$ cat src/lap4_pkg.sv
`default_nettype none

package lap4_pkg;

    localparam int MAX_WIDTH = 512;
    localparam int ADDR_W    = $clog2(MAX_WIDTH);
    localparam int PIX_W     = 8;
    localparam int COL_W     = 9;
    localparam int ROW_W     = 12;
    localparam int FW_W      = 10;
    localparam int FH_W      = 12;
    localparam int EDGE_W    = 10;
    localparam int CFG_IDX_W = 1;
    localparam int CFG_DAT_W = 12;

    localparam logic [CFG_IDX_W-1:0] REG_FRAME_WIDTH  = 1'b0;
    localparam logic [CFG_IDX_W-1:0] REG_FRAME_HEIGHT = 1'b1;

    localparam logic [FW_W-1:0] FRAME_WIDTH_RST  = 10'd320;
    localparam logic [FH_W-1:0] FRAME_HEIGHT_RST = 12'd320;
    localparam logic [FW_W-1:0] MIN_WIDTH        = 10'd3;
    localparam logic [FH_W-1:0] MIN_HEIGHT       = 12'd3;
    localparam logic [FW_W-1:0] MAX_WIDTH_V      = FW_W'(MAX_WIDTH);

    typedef struct packed {
        logic [PIX_W-1:0] pixel;
        logic             frame_start;
    } lap4_in_t;

    typedef struct packed {
        logic [EDGE_W-1:0] edge_value;
        logic [ROW_W-1:0]  out_row;
        logic [COL_W-1:0]  out_col;
        logic              frame_last;
    } lap4_out_t;

    // write-back request to both line memories
    typedef struct packed {
        logic              en;
        logic [ADDR_W-1:0] addr;
        logic [PIX_W-1:0]  two;
        logic [PIX_W-1:0]  one;
    } lap4_wr_t;

endpackage

`default_nettype wire

$ cat src/lap4_stencil.sv
`default_nettype none

module lap4_stencil
    import lap4_pkg::*;
(
    input  wire logic              aclk,
    input  wire logic              aresetn,
    input  wire logic              advance,
    input  wire logic [PIX_W-1:0]  pixel,
    input  wire logic [PIX_W-1:0]  above2,
    input  wire logic [PIX_W-1:0]  above1,
    output logic      [EDGE_W-1:0] edge_value
);

    logic [PIX_W-1:0] down_reg;
    logic [PIX_W-1:0] centre_reg;
    logic [PIX_W-1:0] left_reg;
    logic [PIX_W-1:0] up_reg;

    logic signed [11:0] lap;
    logic signed [11:0] lap_abs;

    always_ff @(posedge aclk) begin
        if (!aresetn) begin
            down_reg   <= '0;
            centre_reg <= '0;
            left_reg   <= '0;
            up_reg     <= '0;
        end else if (advance) begin
            left_reg   <= centre_reg;
            centre_reg <= above1;
            up_reg     <= above2;
            down_reg   <= pixel;
        end
    end

    // right neighbour is the line entry read for the current pixel
    always_comb begin
        lap = $signed({2'b00, centre_reg, 2'b00})
            - $signed({4'b0000, up_reg})
            - $signed({4'b0000, down_reg})
            - $signed({4'b0000, left_reg})
            - $signed({4'b0000, above1});
        lap_abs = lap[11] ? -lap : lap;
    end

    assign edge_value = lap_abs[EDGE_W-1:0];

endmodule

`default_nettype wire

$ cat config.mk
export PLATFORM = sky130hd
export DESIGN_NAME = lap4_stencil
export DESIGN_NICKNAME = d
export VERILOG_FILES = /design/src/lap4_pkg.sv /design/src/lap4_stencil.sv
export SDC_FILE = /design/constraint.sdc
export NUM_CORES = 1
export LEC_CHECK = 0
export ABC_AREA = 1
export BUFFER_PORTS_ARGS = -buffer_cell sky130_fd_sc_hd__buf_4
export CORE_MARGIN = 2
export CORE_UTILIZATION = 37
export CTS_BUF_LIST = sky130_fd_sc_hd__clkbuf_4 sky130_fd_sc_hd__clkbuf_8
export CTS_CLUSTER_DIAMETER = 200
export DETAILED_ROUTE_END_ITERATION = 7
export SETUP_SLACK_MARGIN = 0.3
export SLEW_MARGIN = 20
export SYNTH_ARGS = -nofsm -noshare
export SYNTH_HDL_FRONTEND = slang
export SYNTH_SLANG_ARGS = --single-unit
$ cat constraint.sdc
create_clock -name aclk -period 2.8 [get_ports aclk]
set_input_delay 0 -clock aclk [delete_from_list [all_inputs] [get_ports aclk]]
set_output_delay 0 -clock aclk [all_outputs]
set_load 0.1 [all_outputs]
## After elaboration in Yosys (flattened, before gate mapping)

Index checks and enable logic that the tools add are counted.

| word-level totals | value |
|---|---|
| register bits after elaboration | 32 |
| bits of input ports | 27 |
| output and inout bits | 10 |
| logic and storage cells | 10 |

| cells by class | value |
|---|---|
| $add $sub $neg | 5 |
| multiplexer cells | 1 |

Operators with widths:

| operator | number |
|---|---|
| subtractor 12 x 9 -> 12 bit | 2 |
| subtractor 11 x 9 -> 12 bit | 1 |
| subtractor 10 x 8 -> 11 bit | 1 |
| two-way mux 10 bit | 1 |
| negator 10 bit | 1 |

## Depth between registers and ports, before layout

| depth | value |
|---|---|
| word-level depth | 6 |
| depth in mapped cells | 23 |
| depth with buffers taken out | 23 |

## Least setup slack after synthesis

No wires, ideal clock.

| path | value |
|---|---|
| path kind | register -> output |
| start | register up_reg[4] |
| end | output edge_value[5] |
| arrival | 3978 ps |
| data required time | 2800 ps |
| path slack | -1178 ps |
| cell stages (with the launch flop) | 18 |
| path buffers | 0 |
| path through | dfxtp_1 > inv_1 > ha_1 > a21oi_1 > o21a_1 > o21ai_1 > xnor2_1 > fa_1 > inv_1 > ha_1 > nand2_1 > nor2_1 > nand2_2 > nand2_2 > nand2_2 > o21ai_4 > nand2_4 > o21ai_1 |

| on the way | value |
|---|---|
| cells in the longest elaborated chain, start to end | 6 |

Ends and longest elaborated chain:

| element | RTL line | source |
|---|---|---|
| start: declaration | lap4_stencil.sv:18 | `logic [PIX_W-1:0] up_reg;` |
| start signal: assignment | lap4_stencil.sv:32 | `up_reg <= above2;` |
| subtractor 10 x 8 -> 11 bit * | lap4_stencil.sv:40 | `- $signed({4'b0000, up_reg})` |
| subtractor 11 x 9 -> 12 bit * | lap4_stencil.sv:41 | `- $signed({4'b0000, down_reg})` |
| subtractor 12 x 9 -> 12 bit * | lap4_stencil.sv:42 | `- $signed({4'b0000, left_reg})` |
| subtractor 12 x 9 -> 12 bit * | lap4_stencil.sv:43 | `- $signed({4'b0000, above1});` |
| negator 10 bit | lap4_stencil.sv:44 | `lap_abs = lap[11] ? -lap : lap;` |
| two-way mux 10 bit * | lap4_stencil.sv:44 |  |
| end: declaration | lap4_stencil.sv:12 | `output logic [EDGE_W-1:0] edge_value` |

Every way passes the cells marked *; elsewhere a longest branch is shown, timed or not.

## Worst setup path after layout

| path | value |
|---|---|
| start | register up_reg[4] |
| end | output edge_value[9] |

The elaborated chain is that of the path after synthesis.

==> metrics.txt <==
Vias/cell about 4.4; slowest CP cell fa_1; grt total ovfl 0; top post-synthesis cells by area dfxtp_1 (24%), fa_1 (11%), inv_1 (11%); Least-Margin Pin Slew ~0.60 ns; clock root buffer clkbuf_8; status finished, violations left; HP Class in -> reg; vias after detailed routing 2667; Nets approximately 570; n_diodes 0; CTS Buf Count 5; Total GRT Usage approximately 17%; CP most frequent cell nand2_4; sequential area share after synthesis 23.9%; largest net degree at the start of global routing 39; syn_nets about 450; critical-path maximum fanout 5; first drt pass iteration count 4; max incr delay on CP 0.48 ns; RePlAce Congestion 0.792; worst hold slack approximately 0.0044 ns; IO Port Bufs 36; H-tree depth 2; startpoint types flip-flop; DR iter-0 viols 60; synthesized instance count 386; Crit path arrival time 3.49 ns; die area 7950 sq um; WP data required 2.80 ns; fmax ~290 MHz; Max Buffers Root-to-Sink 2; Cell variety after synth 29; Setup-failing EPs final 9; Worst Clk Skew 0.00113 ns; Clk pin slew, worst setup/hold paths 0.06 ns; IO Pins 37; post-synth top area share approximately a quarter; final-report hold violation count 0; CP endpoint kind primary output; ys async rst share 0%; Skew-Pair Late Insertion Delay 0.27 ns; Worst Setup Path Type reg -> out; RSZ-0062 raised after global routing yes; failing checks negative setup slack; dpl hpwl 4.62 mm; Final period util 125%; Initial Utilization 37.6%; Clock Sinks 32; initial antenna violation count 0; DRT Wirelength 6.15 mm; max-cap viol count 0; Die H 89.2 um; TritonCTS clock tree built; antenna-violating nets left 0; Remaining DRCs 0; number of synthesized flops with an enable pin 0; overall die width 89.2 um; Tmin final between 3 and 4 ns; row count 31; vias in the first global route about 2600; Yosys reg bits 32; WL/cell 10.2 um; Synth Flop Type dfxtp_1; layout cells sized above 1 44.5%; syn_area_per_cell 6.96 sq um; global-route wire length before repair 10.8 mm; fin. max-slew vios 0; Slew HR roughly three fifths; final worst slack -0.689 ns; Synth Warn # 0; cell accounting for the most synthesized area dfxtp_1; Cell Chain, Critical Path inv_2, ha_4, a21oi_2, o21a_1, o21ai_2, a21boi_2, xor2_1, fa_1, ha_4, buf_4, nand2_1, inv_2, nand2_4, o21ai_4, buf_4, nand2_4, nand3b_1, nand2_4, buf_12; synthesis-to-layout area growth 61.3%; mapped cell area approximately 2700 sq um; core area 7140 sq um
## stage by stage
stage / cells / utilization [%] / TNS [ns] / area [sq um] / setup WS (ns)
3_3_place_gp: 577 / 53.4 / -3.25 / 3810 / -0.417
3_5_place_dp: 577 / 53.4 / -3.95 / 3810 / -0.469
2_1_floorplan: 386 / - / -2.26 / 2970 / -0.352
6_report: 605 / 60.7 / -6.01 / 4330 / -0.689
4_1_cts: 601 / 59.2 / -5.47 / 4220 / -0.643
5_1_grt: 605 / 60.7 / -7.58 / 4330 / -0.878
## routing by layer
layer | global-route usage, % | part of all wire [%] | vias to the layer above
met4 | 6.24 | 1.4 | 0
met5 | 0 | 0 | -
met2 | 30.3 | 51 | 33
met1 | 20.8 | 46 | 1184
met3 | 1.75 | 1.8 | 6
li1 | - | - | 1444
## critical path, delay by kind of cell, from the launching register on
kind                     cells  cell delay, ns
AO/OA/AOI/OAI                5            0.66
XOR/XNOR                     1            0.20
adder cells (fa/ha/maj)      3            1.00
buffers and inverters        5            0.57
flip-flops                   1            0.31
AND/OR/NAND/NOR              5            0.46
## kinds of logic (layout without fill, tap and decap cells)
family                   count (synthesis)  count (layout)  share of synthesized area [%]
AO/OA/AOI/OAI                           80              80                           16.2
XOR/XNOR                                12              12                           3.91
adder cells (fa/ha/maj)                 35              35                           20.5
buffers and inverters                   95             212                           13.6
flip-flops                              32              32                           23.9
AND/OR/NAND/NOR                        132             135                           22.0
## cell type report
cell class / instances / area [sq um]
fill: 692 / 2810
multi-input combinational: 262 / 2090
timing repair buffer: 120 / 1050
sequential: 32 / 649
inverter: 85 / 327
tap: 99 / 124
clock buffer: 7 / 96.3
## cell usage in the layout (no fill, tap or decap), types with 4 or more instances in the layout
cell           netlist  final
dfxtp_2              0      7
clkbuf_8             0      7
inv_2                5     17
dlygate4sd3_1        0      9
dfxtp_1             32     25
xor2_1               7      6
o21ai_4              1      5
a21oi_1             35     29
a21oi_2              0      6
o21ai_0             33     32
nand3_1             20     16
ha_1                20      8
buf_12               0     10
xnor2_1              5      4
nor2_1              24     18
nand2_1             68     47
nand3_2              1      4
nand2_4              2      8
nand2_2              9     25
buf_4                0    101
fa_1                15     14
o21ai_2              4      4
inv_1               77     64
ha_4                 0     11
nor2_2               2      8
## path summary, 6_finish.rpt
path,from,to,slack [ns],cells past startpoint
setup / recovery,up_reg[4],edge_value[9],-0.69,19
setup reg to reg,up_reg[4],up_reg[4],1.89,5
hold / removal,above2[6],up_reg[6],0.004,3
hold reg to reg,left_reg[3],left_reg[3],0.48,2
## synth_stat cells, types with 7 or more instances
master / instances
a21oi_1: 35
clkbuf_1: 9
dfxtp_1: 32
fa_1: 15
ha_1: 20
inv_1: 77
nand2_1: 68
nand2_2: 9
nand3_1: 20
nor2_1: 24
o21ai_0: 33
xor2_1: 7
## timing repair
item / in CTS / in global routing
hold endpoints to repair: 9 / 0
hold buffers: 9 / 0
pin swaps: 14 / 29
cloned: 2 / 1
gates resized for setup: 38 / 27
endpoints found under the setup margin: 9 / 9
setup buffers: 6 / 3
Power is left out: the tool's default activity adds up to more than one toggle a clock period on the data nets, which glitch-free logic cannot reach.
